**config.mk**
```make
export PLATFORM = sky130hd
export DESIGN_NAME = kmer_seed_stream_encoder_flat
export DESIGN_NICKNAME = d
export VERILOG_FILES = /design/src/hw/rtl/kss_pkg.sv /design/src/hw/rtl/kss_in_if.sv /design/src/hw/rtl/kss_out_if.sv /design/src/hw/rtl/kss_core.sv /design/src/hw/rtl/kss_out_buf.sv /design/src/hw/rtl/kmer_seed_stream_encoder.sv /design/src/flat_wrapper.sv
export SDC_FILE = /design/constraint.sdc
export NUM_CORES = 1
export LEC_CHECK = 0
export ABC_CLOCK_PERIOD_IN_PS = 12600
export BUFFER_PORTS_ARGS = -buffer_cell sky130_fd_sc_hd__buf_2
export CAP_MARGIN = 5
export CORE_UTILIZATION = 45
export DETAILED_ROUTE_END_ITERATION = 6
export GPL_TIMING_DRIVEN = 0
export PLACE_DENSITY_LB_ADDON = 0.2
export SLEW_MARGIN = 40
export SYNTH_ARGS = -nofsm -noshare
export SYNTH_HDL_FRONTEND = slang
export SYNTH_SLANG_ARGS = --single-unit
```
**constraint.sdc**
```tcl
create_clock -name clk -period 12.6 [get_ports clk]
set_input_delay 0.63 -clock clk [delete_from_list [all_inputs] [get_ports clk]]
set_output_delay 0.63 -clock clk [all_outputs]
set_load 0.05 [all_outputs]
```
**src/hw/rtl/kss_pkg.sv**
```systemverilog
// ----------------------------------------------------------------------------
// kss_pkg
// Shared types, constants and the base code table of the k-mer seed encoder.
// ----------------------------------------------------------------------------
package kss_pkg;

  localparam int unsigned CHAR_W      = 8;
  localparam int unsigned KLEN_W      = 5;
  localparam int unsigned NLIM_W      = 16;
  localparam int unsigned WIN_W       = 32;
  localparam int unsigned POS_W       = 32;
  localparam int unsigned CODE_W      = 3;
  localparam int unsigned BUCKET_W    = 8;
  localparam int unsigned SUFFIX_W    = 24;
  localparam int unsigned BLKPOS_W    = 22;
  localparam int unsigned CFG_IDX_W   = 1;
  localparam int unsigned CFG_DATA_W  = 16;

  localparam int unsigned POS_SHIFT    = 10;
  localparam int unsigned PREFIX_BASES = 4;
  localparam int unsigned MAX_BASES    = 16;

  localparam logic [KLEN_W-1:0] KLEN_MIN = KLEN_W'(PREFIX_BASES + 1);
  localparam logic [KLEN_W-1:0] KLEN_MAX = KLEN_W'(MAX_BASES);

  localparam logic [CHAR_W-1:0] CHAR_N = 8'h4e;

  localparam logic [CFG_IDX_W-1:0] CFG_KMER_LEN = 1'b0;
  localparam logic [CFG_IDX_W-1:0] CFG_N_LIMIT  = 1'b1;

  localparam logic [KLEN_W-1:0] KMER_LEN_RST = 5'd12;
  localparam logic [NLIM_W-1:0] N_LIMIT_RST  = 16'd10;

  typedef struct packed {
    logic [KLEN_W-1:0] kmer_len;
    logic [NLIM_W-1:0] n_limit;
  } cfg_t;

  typedef struct packed {
    logic [BUCKET_W-1:0] bucket;
    logic [SUFFIX_W-1:0] kmer_suffix;
    logic [BLKPOS_W-1:0] block_pos;
  } res_t;

  function automatic logic [CODE_W-1:0] base_code(input logic [CHAR_W-1:0] c);
    logic [CODE_W-1:0] code;
    case (c)
      8'h41, 8'h61: code = 3'd0;
      8'h43, 8'h63: code = 3'd1;
      8'h47, 8'h67: code = 3'd2;
      8'h4e, 8'h6e: code = 3'd2;
      8'h54, 8'h74: code = 3'd3;
      default:      code = 3'd4;
    endcase
    return code;
  endfunction

endpackage

```
**src/hw/rtl/kss_in_if.sv**
```systemverilog
// ----------------------------------------------------------------------------
// kss_in_if
// Character stream channel: one genome byte and an end-of-sequence mark.
// ----------------------------------------------------------------------------
interface kss_in_if;
  logic       valid;
  logic       ready;
  logic [7:0] base_char;
  logic       end_of_sequence;

  modport source (output valid, output base_char, output end_of_sequence, input ready);
  modport sink   (input valid, input base_char, input end_of_sequence, output ready);
endinterface

```
**src/hw/rtl/kss_out_if.sv**
```systemverilog
// ----------------------------------------------------------------------------
// kss_out_if
// Seed channel: bucket, suffix and block position of one window.
// ----------------------------------------------------------------------------
interface kss_out_if;
  logic        valid;
  logic        ready;
  logic [7:0]  bucket;
  logic [23:0] kmer_suffix;
  logic [21:0] block_pos;

  modport source (output valid, output bucket, output kmer_suffix, output block_pos,
                  input ready);
  modport sink   (input valid, input bucket, input kmer_suffix, input block_pos,
                  output ready);
endinterface

```
**src/hw/rtl/kss_core.sv**
```systemverilog
// ----------------------------------------------------------------------------
// kss_core
// Rolling window state and per-character update: fill, stream and N skip.
// ----------------------------------------------------------------------------
module kss_core
  import kss_pkg::*;
(
  input  logic              clk,
  input  logic              rst,
  input  cfg_t              cfg,
  input  logic              fire,
  input  logic [CHAR_W-1:0] base_char,
  input  logic              end_of_sequence,
  output logic              emit,
  output res_t              res
);

  typedef enum logic [1:0] {
    MODE_FILL   = 2'd0,
    MODE_STREAM = 2'd1,
    MODE_SKIP   = 2'd2
  } mode_t;

  mode_t             mode, mode_next;
  logic [WIN_W-1:0]  window_code, window_code_next;
  logic [NLIM_W-1:0] n_run, n_run_next;
  logic [KLEN_W-1:0] fill_count, fill_count_next;
  logic [POS_W-1:0]  char_position;
  logic [POS_W-1:0]  window_start, window_start_next;

  logic [KLEN_W-1:0] k;
  logic [5:0]        win_bits;
  logic [5:0]        sfx_bits;
  logic [WIN_W-1:0]  wmask;
  logic [WIN_W-1:0]  smask;
  logic [WIN_W-1:0]  shifted;
  logic [NLIM_W-1:0] run_inc;
  logic              is_n;

  always_comb begin
    if (cfg.kmer_len < KLEN_MIN) begin
      k = KLEN_MIN;
    end else if (cfg.kmer_len > KLEN_MAX) begin
      k = KLEN_MAX;
    end else begin
      k = cfg.kmer_len;
    end
  end

  assign win_bits = {k, 1'b0};
  assign sfx_bits = {k - KLEN_W'(PREFIX_BASES), 1'b0};
  assign wmask    = ~({WIN_W{1'b1}} << win_bits);
  assign smask    = ~({WIN_W{1'b1}} << sfx_bits);
  assign shifted  = ((window_code << 2) & wmask) | WIN_W'(base_code(base_char));
  assign is_n     = (base_char == CHAR_N);
  assign run_inc  = (n_run != {NLIM_W{1'b1}}) ? n_run + NLIM_W'(1) : n_run;

  always_comb begin
    mode_next         = mode;
    window_code_next  = window_code;
    n_run_next        = n_run;
    fill_count_next   = fill_count;
    window_start_next = window_start;
    emit              = 1'b0;

    if (mode == MODE_SKIP && !is_n) begin
      mode_next       = MODE_FILL;
      fill_count_next = '0;
      n_run_next      = '0;
    end

    case (mode_next)
      MODE_STREAM: begin
        if (is_n && (run_inc > cfg.n_limit)) begin
          mode_next  = MODE_SKIP;
          n_run_next = '0;
        end else begin
          n_run_next        = is_n ? run_inc : '0;
          window_code_next  = shifted;
          window_start_next = char_position - POS_W'(k) + POS_W'(1);
          emit              = 1'b1;
        end
      end
      MODE_SKIP: begin
      end
      default: begin
        if (fill_count_next == '0) begin
          window_start_next = char_position;
          n_run_next        = '0;
        end
        window_code_next = shifted;
        fill_count_next  = fill_count_next + KLEN_W'(1);
        if (fill_count_next >= k) begin
          emit            = 1'b1;
          mode_next       = MODE_STREAM;
          fill_count_next = '0;
        end
      end
    endcase
  end

  assign res.bucket      = BUCKET_W'(window_code_next >> sfx_bits);
  assign res.kmer_suffix = SUFFIX_W'(window_code_next & smask);
  assign res.block_pos   = BLKPOS_W'(window_start_next >> POS_SHIFT);

  always_ff @(posedge clk) begin
    if (rst) begin
      mode          <= MODE_FILL;
      window_code   <= '0;
      n_run         <= '0;
      fill_count    <= '0;
      char_position <= '0;
      window_start  <= '0;
    end else if (fire) begin
      if (end_of_sequence) begin
        mode          <= MODE_FILL;
        window_code   <= '0;
        n_run         <= '0;
        fill_count    <= '0;
        char_position <= '0;
        window_start  <= '0;
      end else begin
        mode          <= mode_next;
        window_code   <= window_code_next;
        n_run         <= n_run_next;
        fill_count    <= fill_count_next;
        char_position <= char_position + POS_W'(1);
        window_start  <= window_start_next;
      end
    end
  end

endmodule

```
**src/hw/rtl/kss_out_buf.sv**
```systemverilog
// ----------------------------------------------------------------------------
// kss_out_buf
// Two-entry result buffer: output register plus skid register.
// ----------------------------------------------------------------------------
module kss_out_buf
  import kss_pkg::*;
(
  input  logic      clk,
  input  logic      rst,
  input  logic      push,
  input  res_t      push_data,
  output logic      full,
  kss_out_if.source seed_out
);

  res_t head, tail;
  logic head_valid, tail_valid;
  logic pop;

  assign pop  = head_valid && seed_out.ready;
  assign full = tail_valid;

  assign seed_out.valid       = head_valid;
  assign seed_out.bucket      = head.bucket;
  assign seed_out.kmer_suffix = head.kmer_suffix;
  assign seed_out.block_pos   = head.block_pos;

  always_ff @(posedge clk) begin
    if (rst) begin
      head_valid <= 1'b0;
      tail_valid <= 1'b0;
    end else if (pop) begin
      if (tail_valid) begin
        head       <= tail;
        tail_valid <= push;
        if (push) begin
          tail <= push_data;
        end
      end else begin
        head_valid <= push;
        if (push) begin
          head <= push_data;
        end
      end
    end else if (!head_valid) begin
      head_valid <= push;
      if (push) begin
        head <= push_data;
      end
    end else if (push) begin
      tail       <= push_data;
      tail_valid <= 1'b1;
    end
  end

endmodule

```
**src/hw/rtl/kmer_seed_stream_encoder.sv**
```systemverilog
// A completed window's seed goes to the output register, or to the skid register
// while one waits. Throughput: one character per cycle unless the buffer is full;
// the window update is a single registered pass, and a two-entry output buffer
// keeps input open while one seed waits. Reset (rst, synchronous) clears the
// window, counters and buffer and sets kmer_len to 12 and n_limit to 10.
// ----------------------------------------------------------------------------
// kmer_seed_stream_encoder
// Rolling 2-bit k-mer seed encoder with N-run skipping and config registers.
// ----------------------------------------------------------------------------
module kmer_seed_stream_encoder
  import kss_pkg::*;
(
  input  logic                  clk,
  input  logic                  rst,
  input  logic                  wr_en,
  input  logic [CFG_IDX_W-1:0]  wr_index,
  input  logic [CFG_DATA_W-1:0] wr_data,
  kss_in_if.sink                char_in,
  kss_out_if.source             seed_out
);

  cfg_t cfg;
  logic fire;
  logic emit;
  logic buf_full;
  res_t res;

  always_ff @(posedge clk) begin
    if (rst) begin
      cfg.kmer_len <= KMER_LEN_RST;
      cfg.n_limit  <= N_LIMIT_RST;
    end else if (wr_en) begin
      case (wr_index)
        CFG_KMER_LEN: cfg.kmer_len <= wr_data[KLEN_W-1:0];
        CFG_N_LIMIT:  cfg.n_limit  <= wr_data[NLIM_W-1:0];
        default: begin
        end
      endcase
    end
  end

  assign char_in.ready = !buf_full;
  assign fire          = char_in.valid && !buf_full;

  kss_core u_core (
    .clk             (clk),
    .rst             (rst),
    .cfg             (cfg),
    .fire            (fire),
    .base_char       (char_in.base_char),
    .end_of_sequence (char_in.end_of_sequence),
    .emit            (emit),
    .res             (res)
  );

  kss_out_buf u_buf (
    .clk       (clk),
    .rst       (rst),
    .push      (fire && emit),
    .push_data (res),
    .full      (buf_full),
    .seed_out  (seed_out)
  );

endmodule

```
**src/flat_wrapper.sv**
```systemverilog
// flat-port wrapper written by rule: the top's interface ports become plain ports
module kmer_seed_stream_encoder_flat import kss_pkg::*;
  (clk, rst, wr_en, wr_index, wr_data, char_in_valid, char_in_base_char, char_in_end_of_sequence, char_in_ready, seed_out_valid, seed_out_bucket, seed_out_kmer_suffix, seed_out_block_pos, seed_out_ready);
  kss_in_if char_in_i ();
  kss_out_if seed_out_i ();
  input  logic clk;
  input  logic rst;
  input  logic wr_en;
  input  logic [CFG_IDX_W-1:0] wr_index;
  input  logic [CFG_DATA_W-1:0] wr_data;
  input wire logic [$bits(char_in_i.valid)-1:0] char_in_valid;
  input wire logic [$bits(char_in_i.base_char)-1:0] char_in_base_char;
  input wire logic [$bits(char_in_i.end_of_sequence)-1:0] char_in_end_of_sequence;
  output wire logic [$bits(char_in_i.ready)-1:0] char_in_ready;
  output wire logic [$bits(seed_out_i.valid)-1:0] seed_out_valid;
  output wire logic [$bits(seed_out_i.bucket)-1:0] seed_out_bucket;
  output wire logic [$bits(seed_out_i.kmer_suffix)-1:0] seed_out_kmer_suffix;
  output wire logic [$bits(seed_out_i.block_pos)-1:0] seed_out_block_pos;
  input wire logic [$bits(seed_out_i.ready)-1:0] seed_out_ready;
  assign char_in_i.valid = char_in_valid;
  assign char_in_i.base_char = char_in_base_char;
  assign char_in_i.end_of_sequence = char_in_end_of_sequence;
  assign char_in_ready = char_in_i.ready;
  assign seed_out_valid = seed_out_i.valid;
  assign seed_out_bucket = seed_out_i.bucket;
  assign seed_out_kmer_suffix = seed_out_i.kmer_suffix;
  assign seed_out_block_pos = seed_out_i.block_pos;
  assign seed_out_i.ready = seed_out_ready;
  kmer_seed_stream_encoder u_core (.clk(clk), .rst(rst), .wr_en(wr_en), .wr_index(wr_index), .wr_data(wr_data), .char_in(char_in_i), .seed_out(seed_out_i));
endmodule
```
==> flow_summary.yaml <==
detailed_routing:
  viasPerCell: 5.95
  wirelength_um: 45000
  first_pass_iters: 6
  drtAntennaViolNets: 0
  dr_total_vias: 13266
  wl_per_cell_um: 20.2
  drt_iter0_drc: 1230
  post-route-drc-count: 0
synthesis:
  syn_area_um2: 14500
  yosysUniqueCellTypes: 79
  yosysSeqAreaShare_pct: 40.7
  synthTopCellsByArea: "edfxtp_1, dfxtp_1, ha_1"
  syn_inst: 1678
  synth_top_flop_cell: "dfxtp_1"
  synth_edf_count: 108
  async_flop_share_pct: 0
  synth_nets: 1796
  synth_top_cell_by_area: "edfxtp_1"
  ys_warn_count: 0
  yosys.area.top_type_share_pct: 22.4
  avgSynthCellArea_um2: 8.61
  ys_ff_latch: 240
global_routing:
  antenna_found_initial: 0
  first_global_vias: 12643
  grt.busiest_layer: "met2"
  grt_usage_pct: 27.3
  gr-usage-met1_pct: 37.2
  use_met2_pct: 43.4
  grt_first_pass_wirelength_um: 71000
  grt_overflow: 0
  gr-usage-met3_pct: 3.67
  grt_max_degree: 18
worst_hold_path:
  hp-class: "in -> reg"
  worstHoldStart: "wr_data[2]"
  hold_path_end: "u_core.cfg[18]"
  holdPathStages: 2
final_layout:
  area_growth_syn_to_layout_pct: 13.7
  fin_area_um2: 16400
  antenna_cells: 0
  final_layout_size_suffix_gt1_share_pct: 10.0
  layout_common_cells: "nor2_1, nand2_1, dfxtp_1"
  utilization_pct: 52.1
  nNetsFinal: 1925
  final_common_cell: "nor2_1"
floorplan:
  die_h_um: 181
  io_pins: 87
  die_w_um: 181
  std_cell_rows: 65
  die_area_um2: 32800
  core_area_um2: 31600
  start_util_pct: 45.8
worst_setup_path:
  reg2reg_to: "u_core.u_buf.tail[29]"
  r2r-start: "u_core.u_core.n_run[3]"
  required_ns: 12.88
  endpoint_kind: "flop"
  critPathLaunchType: "flop"
  critPathMaxFanout: 10
  reg2regPathDepth: 26
  worstSetupPathType: "reg -> reg"
  reg2reg_slack_ns: 5.96
  critPathArrivalTime_ns: 6.92
clock_network:
  cts-root-buf: "clkbuf_16"
  tritoncts: "done"
  cts_resized: 0
  post_cts_buffers: 0
  cts_buffers: 28
  htreeDepth: 1
  clk_latency_ns: 0.57
  cts_buffer_depth: 3
  cts.clk_slew.worst_paths_ns: 0.06
  hold_buffers: 0
  cts_sinks: 240
timing:
  fin_crit_ns: 6.64
  hold_viol_final: 0
  drv_slew: 0
  clock.fmax_ghz: 0.151
  setup_viol: 0
  skew_ns: 0.0177
  slew_headroom_pct: 40.1
  tns_ns: 0
  fin_crit_sh_pct: 52.7
  rsz0062_at_grt: "no"
  tightest_slew_ns: 0.873
power_and_ir_drop:
  power.density_nw_per_um2: 116
  p_leak_nw: 6.56
  vdd_drop_max_uv: 98.3
  finalPower_mw: 1.90
place:
  detailed_place_hpwl_um: 33800
  dpl_cell_area_um2: 15500
  numPortBuffers: 85
  globalplace.congestion: 0.978
outcome:
  status: "completed"
flow_run:
  cap_violations: 0
==> synthesized netlist by cell type, types with 39 or more instances <==
cell type and n:
nor2_1 218, nand2_1 216, dfxtp_1 132, a21oi_1 129, edfxtp_1 108, o21ai_0 97
ha_1 87, clkbuf_1 74, inv_1 65, a22oi_1 48, xnor2_1 45, nor3_1 43
nand3_1 41, mux2i_1 39
==> layer usage <==
metal | up-vias | share of wire (%)
met5 | - | 0
met4 | 0 | 4.4
met3 | 106 | 6.6
met2 | 541 | 45
met1 | 6344 | 44
li1 | 6275 | -
==> flip-flops by register name, indices dropped and copies added, names as in the netlist <==
register                           count
u_core.u_buf.tail                     54
u_core.u_core.char_position           32
u_core.u_core.window_code             32
u_core.u_buf.seed_out.kmer_suffix     24
u_core.u_buf.seed_out.block_pos       22
u_core.u_core.window_start            22
u_core.cfg                            21
u_core.u_core.n_run                   16
u_core.u_buf.seed_out.bucket           8
u_core.u_core.fill_count               5
u_core.u_core.mode                     2
u_core.u_buf.full                      1
u_core.u_buf.seed_out.valid            1
==> worst max path at each step <==
stage | cells after the start | to | slack, ns | from
3_3_place_gp | 22 | u_core.u_buf.tail[31] | 1.25 | u_core.u_core.n_run[3]
6_report | 26 | u_core.u_buf.tail[29] | 5.96 | u_core.u_core.n_run[3]
2_1_floorplan | 22 | u_core.u_buf.tail[0] | 4.51 | u_core.u_core.n_run[3]
4_1_cts | 26 | u_core.u_buf.tail[29] | 6.05 | u_core.u_core.n_run[3]
5_1_grt | 26 | u_core.u_buf.tail[36] | 5.51 | u_core.u_core.n_run[3]
3_5_place_dp | 26 | u_core.u_buf.tail[30] | 6.05 | u_core.u_core.n_run[3]
==> report_power, final <==
group	total, mW	internal, mW	switching (mW)
sequential	0.849	0.836	0.0127
clock	0.800	0.462	0.338
combinational	0.255	0.0704	0.184
==> logic make-up (layout without fill, tap and decap cells) <==
kind of cell	Yosys count	after routing	synth area share, %
mux	53	53	4.04
buf+inv	163	311	4.58
simple gates	620	620	18.9
flops	240	240	40.7
fa+ha+maj	87	87	7.53
compound gates	455	455	20.6
xor+xnor	60	60	3.64
==> critical path, stage by stage (launching register included) <==
cell      delay, ns
dfxtp_1        0.30
buf_2          0.20
and4_1         0.24
and3_1         0.19
nand3_1        0.12
nor2_1         0.34
nand2_1        0.27
nand2b_1       0.13
clkbuf_1       0.32
nor2_1         0.10
xor2_1         0.27
ha_1           0.32
a41o_1         0.24
a21oi_1        0.14
nor3_1         0.07
a2111o_1       0.28
buf_2          0.21
a21o_1         0.18
clkbuf_1       0.25
nand2_1        0.12
nand2_1        0.33
clkbuf_1       0.38
nor3_2         0.52
buf_4          0.27
buf_4          0.17
buf_2          0.23
buf_6          0.16
==> through the flow <==
stage | setup slack, ns | cells | hold slack (ns)
6_report | 5.96 | 2228 | 0.300
3_5_place_dp | 6.05 | 2177 | 0.446
3_3_place_gp | 1.25 | 2165 | 0.428
2_1_floorplan | 4.51 | 1678 | 0.421
5_1_grt | 5.51 | 2228 | 0.290
4_1_cts | 6.05 | 2226 | 0.292
==> area by class of cell <==
type,instances,area (um2)
Multi-Input combinational cell,1275,7930
Tap cell,402,503
Clock inverter,6,83.8
Fill cell,2996,15100
Sequential cell,240,5890
Timing Repair Buffer,99,554
Clock buffer,43,808
Buffer,95,407
Inverter,68,255
Note: power is estimated with default switching activity, not from simulation.
